[src/rtl/branch_outcome_evaluator_macros.svh]
// ----------------------------------------------------------------------------
// Branch outcome evaluator assertion macros
// Shared concurrent assertion forms. All of them sample on clk and are off
// while rst_n is low.
// ----------------------------------------------------------------------------
`ifndef BRANCH_OUTCOME_EVALUATOR_MACROS_SVH
`define BRANCH_OUTCOME_EVALUATOR_MACROS_SVH

// The consequent must hold in the same cycle as the antecedent.
`define BOE_ASSERT_SAME(label, ante, cons) \
    label: assert property (@(posedge clk) disable iff (!rst_n) (ante) |-> (cons)) \
        else $error("branch evaluator same-cycle check failed");

// The consequent must hold in the cycle after the antecedent.
`define BOE_ASSERT_NEXT(label, ante, cons) \
    label: assert property (@(posedge clk) disable iff (!rst_n) (ante) |=> (cons)) \
        else $error("branch evaluator next-cycle check failed");

`endif

[src/rtl/boe_pkg.sv]
// ----------------------------------------------------------------------------
// Branch outcome evaluator package
// Opcodes of the branch format and the records carried between the
// pipeline stages.
// ----------------------------------------------------------------------------
`timescale 1ns / 1ps
`default_nettype none

package boe_pkg;

    // Field widths of the instruction word and the datapath.
    localparam int InstWidth = 32;
    localparam int PcWidth   = 32;
    localparam int DataWidth = 64;
    localparam int OpWidth   = 6;
    localparam int RegWidth  = 5;
    localparam int DispWidth = 21;

    // Opcodes of the branch and jump group.
    localparam logic [OpWidth-1:0] OP_JMP  = 6'h1a;
    localparam logic [OpWidth-1:0] OP_BR   = 6'h30;
    localparam logic [OpWidth-1:0] OP_FBEQ = 6'h31;
    localparam logic [OpWidth-1:0] OP_FBLT = 6'h32;
    localparam logic [OpWidth-1:0] OP_FBLE = 6'h33;
    localparam logic [OpWidth-1:0] OP_BSR  = 6'h34;
    localparam logic [OpWidth-1:0] OP_FBNE = 6'h35;
    localparam logic [OpWidth-1:0] OP_FBGE = 6'h36;
    localparam logic [OpWidth-1:0] OP_FBGT = 6'h37;
    localparam logic [OpWidth-1:0] OP_BLBC = 6'h38;
    localparam logic [OpWidth-1:0] OP_BEQ  = 6'h39;
    localparam logic [OpWidth-1:0] OP_BLT  = 6'h3a;
    localparam logic [OpWidth-1:0] OP_BLE  = 6'h3b;
    localparam logic [OpWidth-1:0] OP_BLBS = 6'h3c;
    localparam logic [OpWidth-1:0] OP_BNE  = 6'h3d;
    localparam logic [OpWidth-1:0] OP_BGE  = 6'h3e;
    localparam logic [OpWidth-1:0] OP_BGT  = 6'h3f;

    // Decoded item after the first stage.
    typedef struct packed {
        logic [OpWidth-1:0]  op;
        logic [RegWidth-1:0] ra;
        logic [PcWidth-1:0]  offset;
        logic [PcWidth-1:0]  pc;
        logic [PcWidth-1:0]  jump_target;
        logic                a_zero;
        logic                a_neg;
        logic                a_low;
        logic                f_nan;
        logic                f_zero;
        logic                f_neg;
    } decode_t;

    // Resolved item after the second stage.
    typedef struct packed {
        logic                is_jump;
        logic                taken;
        logic                link;
        logic                recog;
        logic [RegWidth-1:0] ra;
        logic [PcWidth-1:0]  pc;
        logic [PcWidth-1:0]  branch_target;
        logic [PcWidth-1:0]  jump_target;
    } resolve_t;

endpackage

`default_nettype wire

[src/rtl/boe_if.sv]
// ----------------------------------------------------------------------------
// Branch outcome evaluator channels
// Valid/ready channels for the instruction items going in and the
// resolved branch items coming out.
// ----------------------------------------------------------------------------
`timescale 1ns / 1ps
`default_nettype none

interface boe_req_if;
    logic                                  valid;
    logic                                  ready;
    logic [boe_pkg::InstWidth-1:0]         instruction;
    logic [boe_pkg::PcWidth-1:0]           updated_pc;
    logic signed [boe_pkg::DataWidth-1:0]  int_ra_value;
    logic [boe_pkg::DataWidth-1:0]         int_rb_value;
    logic [boe_pkg::DataWidth-1:0]         float_ra_bits;

    modport source (
        output valid, instruction, updated_pc, int_ra_value, int_rb_value, float_ra_bits,
        input  ready
    );
    modport sink (
        input  valid, instruction, updated_pc, int_ra_value, int_rb_value, float_ra_bits,
        output ready
    );
endinterface

interface boe_rsp_if;
    logic                          valid;
    logic                          ready;
    logic [boe_pkg::PcWidth-1:0]   next_pc;
    logic                          taken;
    logic                          link_write;
    logic [boe_pkg::RegWidth-1:0]  link_register;
    logic [boe_pkg::PcWidth-1:0]   link_value;
    logic                          recognized;

    modport source (
        output valid, next_pc, taken, link_write, link_register, link_value, recognized,
        input  ready
    );
    modport sink (
        input  valid, next_pc, taken, link_write, link_register, link_value, recognized,
        output ready
    );
endinterface

`default_nettype wire

[src/rtl/branch_outcome_evaluator.sv]
// ----------------------------------------------------------------------------
// Branch outcome evaluator: three registered stages with a valid bit each.
// Throughput is one item per cycle, unless a low rsp.ready stalls the full output stage.
// Reset (rst_n low, asynchronous) empties all stages; no item is held across it.
// ----------------------------------------------------------------------------
`timescale 1ns / 1ps
`default_nettype none

`include "branch_outcome_evaluator_macros.svh"

module branch_outcome_evaluator (
    input  wire        clk,
    input  wire        rst_n,
    boe_req_if.sink    req,
    boe_rsp_if.source  rsp
);

    // Stage valid bits and the advance chain. A stage may load when it is
    // empty or when its item moves on in the same cycle.
    logic s1_valid_reg;
    logic s2_valid_reg;
    logic s3_valid_reg;
    logic adv1;
    logic adv2;
    logic adv3;

    boe_pkg::decode_t  s1_reg;
    boe_pkg::decode_t  s1_next;
    boe_pkg::resolve_t s2_reg;
    boe_pkg::resolve_t s2_next;

    logic [boe_pkg::PcWidth-1:0]  next_pc_reg;
    logic [boe_pkg::PcWidth-1:0]  next_pc_next;
    logic                         taken_reg;
    logic                         link_write_reg;
    logic [boe_pkg::RegWidth-1:0] link_register_reg;
    logic [boe_pkg::RegWidth-1:0] link_register_next;
    logic [boe_pkg::PcWidth-1:0]  link_value_reg;
    logic [boe_pkg::PcWidth-1:0]  link_value_next;
    logic                         recognized_reg;

    assign adv3      = !s3_valid_reg || rsp.ready;
    assign adv2      = !s2_valid_reg || adv3;
    assign adv1      = !s1_valid_reg || adv2;
    assign req.ready = adv1;

    // Valid bits travel with the items.
    always_ff @(posedge clk or negedge rst_n)
    begin
        if (!rst_n)
        begin
            s1_valid_reg <= 1'b0;
            s2_valid_reg <= 1'b0;
            s3_valid_reg <= 1'b0;
        end
        else
        begin
            if (adv1)
            begin
                s1_valid_reg <= req.valid;
            end
            if (adv2)
            begin
                s2_valid_reg <= s1_valid_reg;
            end
            if (adv3)
            begin
                s3_valid_reg <= s2_valid_reg;
            end
        end
    end

    // Stage 1: split the instruction word and reduce the operands to flags.
    always_comb
    begin
        logic [boe_pkg::DispWidth-1:0] disp;
        logic                          f_exp_ones;
        logic                          f_frac_nz;
        disp               = req.instruction[boe_pkg::DispWidth-1:0];
        f_exp_ones         = &req.float_ra_bits[62:52];
        f_frac_nz          = |req.float_ra_bits[51:0];
        s1_next.op         = req.instruction[31:26];
        s1_next.ra         = req.instruction[25:21];
        s1_next.offset     = {{(boe_pkg::PcWidth - boe_pkg::DispWidth - 2){disp[20]}},
                              disp, 2'b00};
        s1_next.pc         = req.updated_pc;
        s1_next.jump_target = {req.int_rb_value[31:2], 2'b00};
        s1_next.a_zero     = (req.int_ra_value == '0);
        s1_next.a_neg      = req.int_ra_value[63];
        s1_next.a_low      = req.int_ra_value[0];
        s1_next.f_nan      = f_exp_ones && f_frac_nz;
        s1_next.f_zero     = (req.float_ra_bits[62:0] == '0);
        s1_next.f_neg      = req.float_ra_bits[63] && (req.float_ra_bits[62:0] != '0);
    end

    // Stage 2: test the condition and form the displacement target.
    always_comb
    begin
        s2_next.is_jump       = (s1_reg.op == boe_pkg::OP_JMP);
        s2_next.taken         = 1'b0;
        s2_next.link          = 1'b0;
        s2_next.recog         = 1'b1;
        s2_next.ra            = s1_reg.ra;
        s2_next.pc            = s1_reg.pc;
        s2_next.branch_target = s1_reg.pc + s1_reg.offset;
        s2_next.jump_target   = s1_reg.jump_target;
        unique case (s1_reg.op) inside
            boe_pkg::OP_JMP, boe_pkg::OP_BR, boe_pkg::OP_BSR:
            begin
                s2_next.taken = 1'b1;
                s2_next.link  = 1'b1;
            end
            boe_pkg::OP_FBEQ: s2_next.taken = !s1_reg.f_nan && s1_reg.f_zero;
            boe_pkg::OP_FBLT: s2_next.taken = !s1_reg.f_nan && s1_reg.f_neg;
            boe_pkg::OP_FBLE: s2_next.taken = !s1_reg.f_nan && (s1_reg.f_neg || s1_reg.f_zero);
            boe_pkg::OP_FBNE: s2_next.taken = s1_reg.f_nan || !s1_reg.f_zero;
            boe_pkg::OP_FBGE: s2_next.taken = !s1_reg.f_nan && !s1_reg.f_neg;
            boe_pkg::OP_FBGT: s2_next.taken = !s1_reg.f_nan && !s1_reg.f_neg && !s1_reg.f_zero;
            boe_pkg::OP_BLBC: s2_next.taken = !s1_reg.a_low;
            boe_pkg::OP_BEQ:  s2_next.taken = s1_reg.a_zero;
            boe_pkg::OP_BLT:  s2_next.taken = s1_reg.a_neg;
            boe_pkg::OP_BLE:  s2_next.taken = s1_reg.a_neg || s1_reg.a_zero;
            boe_pkg::OP_BLBS: s2_next.taken = s1_reg.a_low;
            boe_pkg::OP_BNE:  s2_next.taken = !s1_reg.a_zero;
            boe_pkg::OP_BGE:  s2_next.taken = !s1_reg.a_neg;
            boe_pkg::OP_BGT:  s2_next.taken = !s1_reg.a_neg && !s1_reg.a_zero;
            default:          s2_next.recog = 1'b0;
        endcase
    end

    // Stage 3: pick the next PC and the link write.
    always_comb
    begin
        if (s2_reg.is_jump)
        begin
            next_pc_next = s2_reg.jump_target;
        end
        else if (s2_reg.taken)
        begin
            next_pc_next = s2_reg.branch_target;
        end
        else
        begin
            next_pc_next = s2_reg.pc;
        end
        link_register_next = s2_reg.link ? s2_reg.ra : '0;
        link_value_next    = s2_reg.link ? s2_reg.pc : '0;
    end

    // Payload registers load with their stage and need no reset.
    always_ff @(posedge clk)
    begin
        if (adv1 && req.valid)
        begin
            s1_reg <= s1_next;
        end
        if (adv2 && s1_valid_reg)
        begin
            s2_reg <= s2_next;
        end
        if (adv3 && s2_valid_reg)
        begin
            next_pc_reg       <= next_pc_next;
            taken_reg         <= s2_reg.taken;
            link_write_reg    <= s2_reg.link;
            link_register_reg <= link_register_next;
            link_value_reg    <= link_value_next;
            recognized_reg    <= s2_reg.recog;
        end
    end

    assign rsp.valid         = s3_valid_reg;
    assign rsp.next_pc       = next_pc_reg;
    assign rsp.taken         = taken_reg;
    assign rsp.link_write    = link_write_reg;
    assign rsp.link_register = link_register_reg;
    assign rsp.link_value    = link_value_reg;
    assign rsp.recognized    = recognized_reg;

    // A link write only comes from a recognized, taken transfer.
    `BOE_ASSERT_SAME(a_link_taken, s3_valid_reg && link_write_reg, taken_reg && recognized_reg)
    // An unknown opcode neither branches nor links.
    `BOE_ASSERT_SAME(a_unknown_idle, s3_valid_reg && !recognized_reg, !taken_reg && !link_write_reg)
    // Without a link write the link fields stay clear.
    `BOE_ASSERT_SAME(a_link_clear, s3_valid_reg && !link_write_reg,
        link_register_reg == '0 && link_value_reg == '0)
    // A middle-stage item blocked by the output stage is kept.
    `BOE_ASSERT_NEXT(a_s2_hold, s2_valid_reg && !adv3, s2_valid_reg)

endmodule

`default_nettype wire
[src/flat_wrapper.sv]
// flat-port wrapper written by rule: the top's interface ports become plain ports
module branch_outcome_evaluator_flat 
  (clk, rst_n, req_valid, req_instruction, req_updated_pc, req_int_ra_value, req_int_rb_value, req_float_ra_bits, req_ready, rsp_valid, rsp_next_pc, rsp_taken, rsp_link_write, rsp_link_register, rsp_link_value, rsp_recognized, rsp_ready);
  boe_req_if req_i ();
  boe_rsp_if rsp_i ();
  input  wire clk;
  input  wire rst_n;
  input wire logic [$bits(req_i.valid)-1:0] req_valid;
  input wire logic [$bits(req_i.instruction)-1:0] req_instruction;
  input wire logic [$bits(req_i.updated_pc)-1:0] req_updated_pc;
  input wire logic [$bits(req_i.int_ra_value)-1:0] req_int_ra_value;
  input wire logic [$bits(req_i.int_rb_value)-1:0] req_int_rb_value;
  input wire logic [$bits(req_i.float_ra_bits)-1:0] req_float_ra_bits;
  output wire logic [$bits(req_i.ready)-1:0] req_ready;
  output wire logic [$bits(rsp_i.valid)-1:0] rsp_valid;
  output wire logic [$bits(rsp_i.next_pc)-1:0] rsp_next_pc;
  output wire logic [$bits(rsp_i.taken)-1:0] rsp_taken;
  output wire logic [$bits(rsp_i.link_write)-1:0] rsp_link_write;
  output wire logic [$bits(rsp_i.link_register)-1:0] rsp_link_register;
  output wire logic [$bits(rsp_i.link_value)-1:0] rsp_link_value;
  output wire logic [$bits(rsp_i.recognized)-1:0] rsp_recognized;
  input wire logic [$bits(rsp_i.ready)-1:0] rsp_ready;
  assign req_i.valid = req_valid;
  assign req_i.instruction = req_instruction;
  assign req_i.updated_pc = req_updated_pc;
  assign req_i.int_ra_value = req_int_ra_value;
  assign req_i.int_rb_value = req_int_rb_value;
  assign req_i.float_ra_bits = req_float_ra_bits;
  assign req_ready = req_i.ready;
  assign rsp_valid = rsp_i.valid;
  assign rsp_next_pc = rsp_i.next_pc;
  assign rsp_taken = rsp_i.taken;
  assign rsp_link_write = rsp_i.link_write;
  assign rsp_link_register = rsp_i.link_register;
  assign rsp_link_value = rsp_i.link_value;
  assign rsp_recognized = rsp_i.recognized;
  assign rsp_i.ready = rsp_ready;
  branch_outcome_evaluator u_core (.clk(clk), .rst_n(rst_n), .req(req_i), .rsp(rsp_i));
endmodule
[config.mk]
export PLATFORM = sky130hd
export DESIGN_NAME = branch_outcome_evaluator_flat
export DESIGN_NICKNAME = d
export VERILOG_FILES = /design/src/rtl/boe_pkg.sv /design/src/rtl/boe_if.sv /design/src/rtl/branch_outcome_evaluator.sv /design/src/flat_wrapper.sv
export VERILOG_INCLUDE_DIRS = /design/src /design/src/rtl
export SDC_FILE = /design/constraint.sdc
export NUM_CORES = 1
export LEC_CHECK = 0
export BUFFER_PORTS_ARGS = -buffer_cell sky130_fd_sc_hd__buf_4
export CORE_MARGIN = 10
export CORE_UTILIZATION = 40
export DETAILED_ROUTE_END_ITERATION = 10
export PLACE_DENSITY_LB_ADDON = 0.08
export SLEW_MARGIN = 30
export SYNTH_ARGS = -nofsm -noshare
export SYNTH_HDL_FRONTEND = slang
export SYNTH_SLANG_ARGS = --single-unit
[constraint.sdc]
create_clock -name clk -period 3.48 [get_ports clk]
set_clock_uncertainty 0.2 [all_clocks]
set_input_delay 0.696 -clock clk [delete_from_list [all_inputs] [get_ports clk]]
set_output_delay 0.696 -clock clk [all_outputs]
set_load 0.02 [all_outputs]
==> summary.md, run 1 <==
| Metric | Value |
|---|---|
| Run status | `finished clean` |
| Cell total after placement | `about 1400` |
| Synth Warn # | `0` |
| Cell Area, Synth | `about 11000 sq um` |
| Die Footprint | `~35000 sq um` |
| Asr flop ratio synth | `roughly 1.1%` |
| Number of fill cells | `~2400` |
| Critical path class | `reg2reg` |
| DRT Pass-1 Iters | `5` |
| Initial core utilization | `between 40% and 50%` |
| Layout Cells excl Fill | `1446` |
| Max Fclk | `about 320 MHz` |
| Reg area | `slightly above 8000 sq um` |
| CTS tree | `done` |
| Seq/Total Area, Yosys | `between 70% and 80%` |
| Slew HR | `between 30% and 40%` |
| Remaining antenna violation count after routing | `0` |
| Detailed placement HPWL | `22.14 mm` |
| Via count | `7106` |
| Setup Buffers After CTS | `0` |
| Maximum VDD drop | `around 370 uV` |
| Worst slew pin tran | `just over 900 ps` |
| Aggregate global routing overflow | `0` |
| Post-Route WL | `slightly below 30 mm` |
| Critical Path Source Type | `register` |
| CTS sink cnt | `276` |
| Area growth syn-to-layout | `32.95%` |
| Row Count | `between 60 and 70` |
| Final period utilization | `between 80 and 90%` |
| Core box area | `approximately 28000 sq um` |
| Initial DRC Count | `about 440` |
| Most frequent cells in the layout | `305 x buf_4, 273 x edfxtp_1, 53 x o21ai_0, 52 x nand2_1, 40 x and2_1` |
| Clock transition at path regs | `60 ps` |
| Commonest non-fill, non-tap cell in the layout | `buf_4` |
| Clock Latency Late Sink | `about 540 ps` |
| Root buf cell | `clkbuf_16` |
| Pleak | `5.711 nW` |
| Share of cells above drive strength 1 | `33.43%` |
| Total CTS buffers | `29` |
| Per-cell routed wire length | `approximately 20 um` |
| Number of flip-flops in the largest register | `101` |
| CP required | `roughly 3600 ps` |
| Endpoints failing hold | `0` |
| Unrepaired setup endpoints after global routing | `false` |
| Critical Path AT | `between 3000 and 4000 ps` |
| I/O Buffers | `roughly 300` |
| Ports | `approximately 330` |
| Endpoints failing setup | `0` |
| Predominant post-synthesis flop cell | `edfxtp_1` |
| Clock buffer depth | `3` |
| Initial antenna violation count | `0` |
| All-Layer GR Usage | `roughly 17%` |
| Post-synthesis area per instance | `15.47 sq um` |
| Die Ht | `about 190 um` |
| Max-cap violations | `0` |
| Syn Nets | `about 1000` |
| First-pass GRT wire length | `45.61 mm` |
| Die X-Extent | `between 150 and 200 um` |
| Final net count | `~1300` |
| PwrDens | `between 500 and 600 nW/um^2` |
| Area after DPL | `about 14000 sq um` |
| Gpl congestion | `about 0.8` |
| Final Max Tran Viols | `0` |
| Setup TNS | `0 ps` |
| Tmin final | `~3100 ps` |
| H-tree depth | `1` |
| Post-route cell area | `~15000 sq um` |
| Crit end category | `register` |
| N_diodes | `0` |
| Post-synthesis register bit count | `roughly 280` |
| Area taken by multi-input logic gates | `roughly 2800 sq um` |
| Residual DRC count | `0` |
| Post-synth EDFFs | `around 270` |
| Cell count after synthesis | `just over 700` |
| Max FO, Critical Path | `3` |
| Number of global-route vias before repair | `7855` |
| Via/cell ratio | `approximately 4.9` |
| Largest net degree at the start of global routing | `between 50 and 60` |
| Hold Path Class | `in2reg` |
| Post-synth cell types | `50` |
==> what timing repair did <==
action,4_1_cts,5_1_grt
resized for setup,0,0
endpoints found under the hold margin,3,0
hold buffers,1,0
==> power by group <==
group / internal, W / switching [W]
sequential: 0.00409 / 0.000127
combinational: 0.000547 / 0.000686
clock: 0.00166 / 0.00120
total: 0.00630 / 0.00202
==> critical path, stage by stage, from the launching register on <==
cell and delay [ps]:
edfxtp_1 390, ha_1 280, fa_1 500, a211oi_1 260
buf_4 170, o211ai_1 100, a21boi_0 340, or2_2 220
nand2_1 100, a21oi_1 200, xnor2_1 90
==> area by class of cell <==
class	instances	share of cell area (%)
multi-input cells	426	19.06
flip-flops and latches	276	55.70
repair buffers	310	16.02
inverters	6	0.1516
clock buffers	34	5.013
clock inverters	16	0.8677
well taps	378	3.185
==> cells by family (layout without fill, tap and decap cells) <==
kind of cell             Yosys count  count (layout)  synth area share [%]
AO/OA/AOI/OAI                    126             126                 6.933
XOR/XNOR                          27              27                 2.117
adder cells (fa/ha/maj)           30              30                 3.427
buffers and inverters             20             366                0.6720
flip-flops                       276             276                 74.06
multiplexers                      30              30                 2.688
AND/OR/NAND/NOR                  213             213                 10.10
==> synthesized netlist by cell type (all sizes together), types with 2 or more instances <==
library cell / count / area share, %
a31oi: 6 / 0.47
edfxtp: 273 / 73
a21oi: 30 / 1.3
and2: 43 / 2.4
and3: 2 / 0.11
o22ai: 2 / 0.11
a41oi: 3 / 0.30
xor2: 11 / 0.86
a221o: 2 / 0.18
nor3: 10 / 0.45
o21ai: 55 / 2.5
inv: 6 / 0.20
o211ai: 2 / 0.13
o21a: 6 / 0.40
mux2i: 30 / 2.7
xnor2: 16 / 1.3
nor2b: 6 / 0.34
nand3: 10 / 0.45
a21o: 3 / 0.20
and4: 4 / 0.31
clkbuf: 13 / 0.44
nor4: 36 / 2.1
nand2b: 6 / 0.34
nor2: 28 / 0.94
a211oi: 8 / 0.58
ha: 29 / 3.2
nand4: 11 / 0.62
dfrtp: 3 / 0.67
a21boi: 2 / 0.13
nand2: 52 / 1.7
==> final timing paths <==
| kind | startpoint | cells past startpoint | end | slack (ps) |
|---|---|---|---|---|
| max | u_core.s1_reg[40]$_DFFE_PP_ | 10 | u_core.s2_reg[50]$_DFFE_PP_ | 370 |
| min | req_updated_pc[24] | 1 | u_core.s1_reg[62]$_DFFE_PP_ | 130 |
| max reg2reg | u_core.s1_reg[40]$_DFFE_PP_ | 10 | u_core.s2_reg[50]$_DFFE_PP_ | 370 |
| min reg2reg | u_core.s1_reg[11]$_DFFE_PP_ | 0 | u_core.s2_reg[5]$_DFFE_PP_ | 220 |
| max in group asynchronous | rst_n | 2 | u_core.rsp.valid$_DFFE_PN0P_ | 2700 |
| min in group asynchronous | rst_n | 2 | u_core.s1_valid_reg$_DFFE_PN0N_ | 290 |
==> layer usage <==
metal | global-route usage [%] | wire length [um] | up-vias
met5 | 0 | 0 | -
met4 | 3.567 | 432 | 0
met3 | 5.313 | 2429 | 32
met2 | 29.43 | 15010 | 266
met1 | 19.08 | 11480 | 3345
li1 | - | - | 3463
==> through the flow <==
stage	power (W)	hold WS, ps	util, %	worst slack [ps]
detailed placement	0.005542	204.5	50.42	410.2
CTS	0.008429	102.3	53.61	377.7
floorplan	0.004919	200.3	-	347.4
finish	0.008311	129.6	53.61	374.3
global route	0.008709	100.7	53.61	127.0
global placement	0.005526	201.2	50.42	379.0
No activity file was read; power rests on OpenSTA's default activity.
==> run 2: changes to the inputs <==
- CELL_PAD_IN_SITES_DETAIL_PLACEMENT: unset -> 2
- CELL_PAD_IN_SITES_GLOBAL_PLACEMENT: unset -> 2
- CORE_UTILIZATION: 40 -> 31
- REMOVE_ABC_BUFFERS: unset -> 1
==> run 2 against run 1 <==
Net effect:
- cell count is 6.1% higher
- die area grew 26%
- sequential power hardly changed
- global-route usage fell by 1.0 points
- critical path depth unchanged
- sequential cell count unchanged
- via count is 4.3% higher
- fmax is 0.68% lower
- power rose by 5.3%
==> summary.md, run 2 (synthesis results as in run 1) <==
| Metric | Value |
|---|---|
| Run status | `finished clean` |
| Detailed placement HPWL | `roughly 26 mm` |
| Crit end category | `register` |
| Share of cells above drive strength 1 | `around a third` |
| Gpl congestion | `~0.8` |
| Endpoints failing setup | `0` |
| Aggregate global routing overflow | `0` |
| Area growth syn-to-layout | `35.06%` |
| Tmin final | `~3100 ps` |
| Residual DRC count | `0` |
| Max Fclk | `approximately 320 MHz` |
| Max FO, Critical Path | `3` |
| Hold-fix buffers, CTS | `1` |
| Post_cts resized | `0` |
| Pleak | `around 5.8 nW` |
| Ports | `around 330` |
| N_diodes | `0` |
| Critical path class | `reg2reg` |
| Cell Int Power | `0.006580 W` |
| Sw Share | `24.83%` |
| P_sw | `between 0.002 and 0.0025 W` |
| Setup Buffers After CTS | `0` |
| Part of the power in registers | `48.2%` |
| Die X-Extent | `roughly 210 um` |
| Commonest non-fill, non-tap cell in the layout | `buf_4` |
| Total CTS buffers | `34` |
| Die Footprint | `about 44000 sq um` |
| CTS tree | `done` |
| Initial DRC Count | `between 300 and 400` |
| I/O Buffers | `299` |
| Clock Latency Late Sink | `about 510 ps` |
| Via/cell ratio | `~4.8` |
| Final period utilization | `89.85%` |
| Post-Route WL | `around 35 mm` |
| First-pass GRT wire length | `52.83 mm` |
| Setup TNS | `0 ps` |
| Area taken by multi-input logic gates | `around 2800 sq um` |
| Hold Path Class | `in2reg` |
| DRT Pass-1 Iters | `6` |
| Unrepaired setup endpoints after global routing | `false` |
| Combinational power share | `between 10% and 20%` |
| Row Count | `between 60 and 70` |
| Via count | `7414` |
| Total Power | `approximately 0.0088 W` |
| Clock transition at path regs | `60 ps` |
| Clock buffer depth | `3` |
| Critical Path Source Type | `register` |
| PwrDens | `580.2 nW/um^2` |
| Endpoints failing hold | `0` |
| CP required | `approximately 3600 ps` |
| Final Max Tran Viols | `0` |
| Core box area | `approximately 36000 sq um` |
| Number of global-route vias before repair | `around 8600` |
| Worst Setup SP | `u_core.s1_reg[40]$_DFFE_PP_` |
| Worst Hold Slack | `around 160 ps` |
| Clk pwr share | `between 30 and 40%` |
| Root buf cell | `clkbuf_16` |
| Initial core utilization | `a little under a third` |
| H-tree depth | `2` |
| Hold path start | `req_int_rb_value[28]` |
| Reg area | `8273 sq um` |
| Number of fill cells | `approximately 3600` |
| Remaining antenna violation count after routing | `0` |
| Slew HR | `a little over half` |
| Reg2Reg Launch Point | `u_core.s1_reg[40]$_DFFE_PP_` |
| Die Ht | `~210 um` |
| Setup WS pre-CTS | `between 300 and 400 ps` |
| Max-cap violations | `0` |
| Worst slew pin tran | `698.9 ps` |
| Critical Path AT | `3250 ps` |
| Per-cell routed wire length | `about 23 um` |
| Largest net degree at the start of global routing | `approximately 100` |
| Number of flip-flops in the largest register | `between 100 and 150` |
| Final net count | `about 1300` |
| Most frequent cells in the layout | `307 x buf_4, 273 x edfxtp_1, 53 x o21ai_0, 52 x nand2_1, 40 x and2_1` |
| Worst setup margin | `~350 ps` |
| Maximum VDD drop | `around 300 uV` |
| All-Layer GR Usage | `15.56%` |
| Initial antenna violation count | `2` |
| CTS sink cnt | `276` |
-- run 2: cell count changes in the layout (fill, tap and decap cells not counted) --
cell	delta
clkbuf_1	+3
inv_6	+1
clkinvlp_4	-2
clkinv_1	-5
clkbuf_16	+5
clkinv_8	+1
clkinv_4	+1
buf_4	+2
buf_12	-1
-- run 2: path summary, 6_finish.rpt --
check | end | cells past startpoint | slack, ps
setup / recovery | u_core.s2_reg[60]$_DFFE_PP_ | 10 | 350
min in group asynchronous | u_core.rsp.valid$_DFFE_PN0P_ | 2 | 310
max in group asynchronous | u_core.s2_valid_reg$_DFFE_PN0P_ | 2 | 2670
hold / removal | u_core.s1_reg[34]$_DFFE_PP_ | 1 | 160
hold reg to reg | u_core.s2_reg[26]$_DFFE_PP_ | 0 | 200
setup reg to reg | u_core.s2_reg[60]$_DFFE_PP_ | 10 | 350
-- run 2: final cells by class --
type | instances | share of cell area (%)
Timing Repair Buffer | 311 | 15.74
Clock inverter | 12 | 0.8542
Tap cell | 461 | 3.823
Inverter | 6 | 0.1493
Sequential cell | 276 | 54.83
Clock buffer | 42 | 5.838
Multi-Input combinational cell | 426 | 18.76
-- run 2: through the flow --
step	util (%)	instances	area [sq um]
6_report	42.42	1534	15090
5_1_grt	42.42	1534	15090
4_1_cts	42.42	1534	15090
3_5_place_dp	39.55	1479	14070
3_3_place_gp	39.55	1479	14070
2_1_floorplan	-	708	11120
-- run 2: power by group through the flow --
| stage | Combinational, W | Clock [W] | Sequential, W |
|---|---|---|---|
| detailed placement | 0.00130 | 0 | 0.00429 |
| global placement | 0.00127 | 0 | 0.00428 |
| finish | 0.00127 | 0.00326 | 0.00422 |
| floorplan | 0.000508 | 0 | 0.00442 |
| global route | 0.00141 | 0.00352 | 0.00426 |
| CTS | 0.00131 | 0.00337 | 0.00423 |
-- run 2: worst max-delay path: stages, from the launching register on --
cell      delay, ps
edfxtp_1        390
ha_1            290
fa_1            500
a211oi_1        240
buf_4           170
o21ai_2          70
a31oi_1         150
a21oi_1         230
a41oi_1         460
nand3_1         140
o311ai_1        110
-- run 2: layer usage --
layer	wire (um)	track usage, %	up-vias
li1	-	-	3472
met1	14710	18.82	3678
met2	16730	25.88	225
met3	2877	6.028	35
met4	440	3.027	4
met5	27	0	-
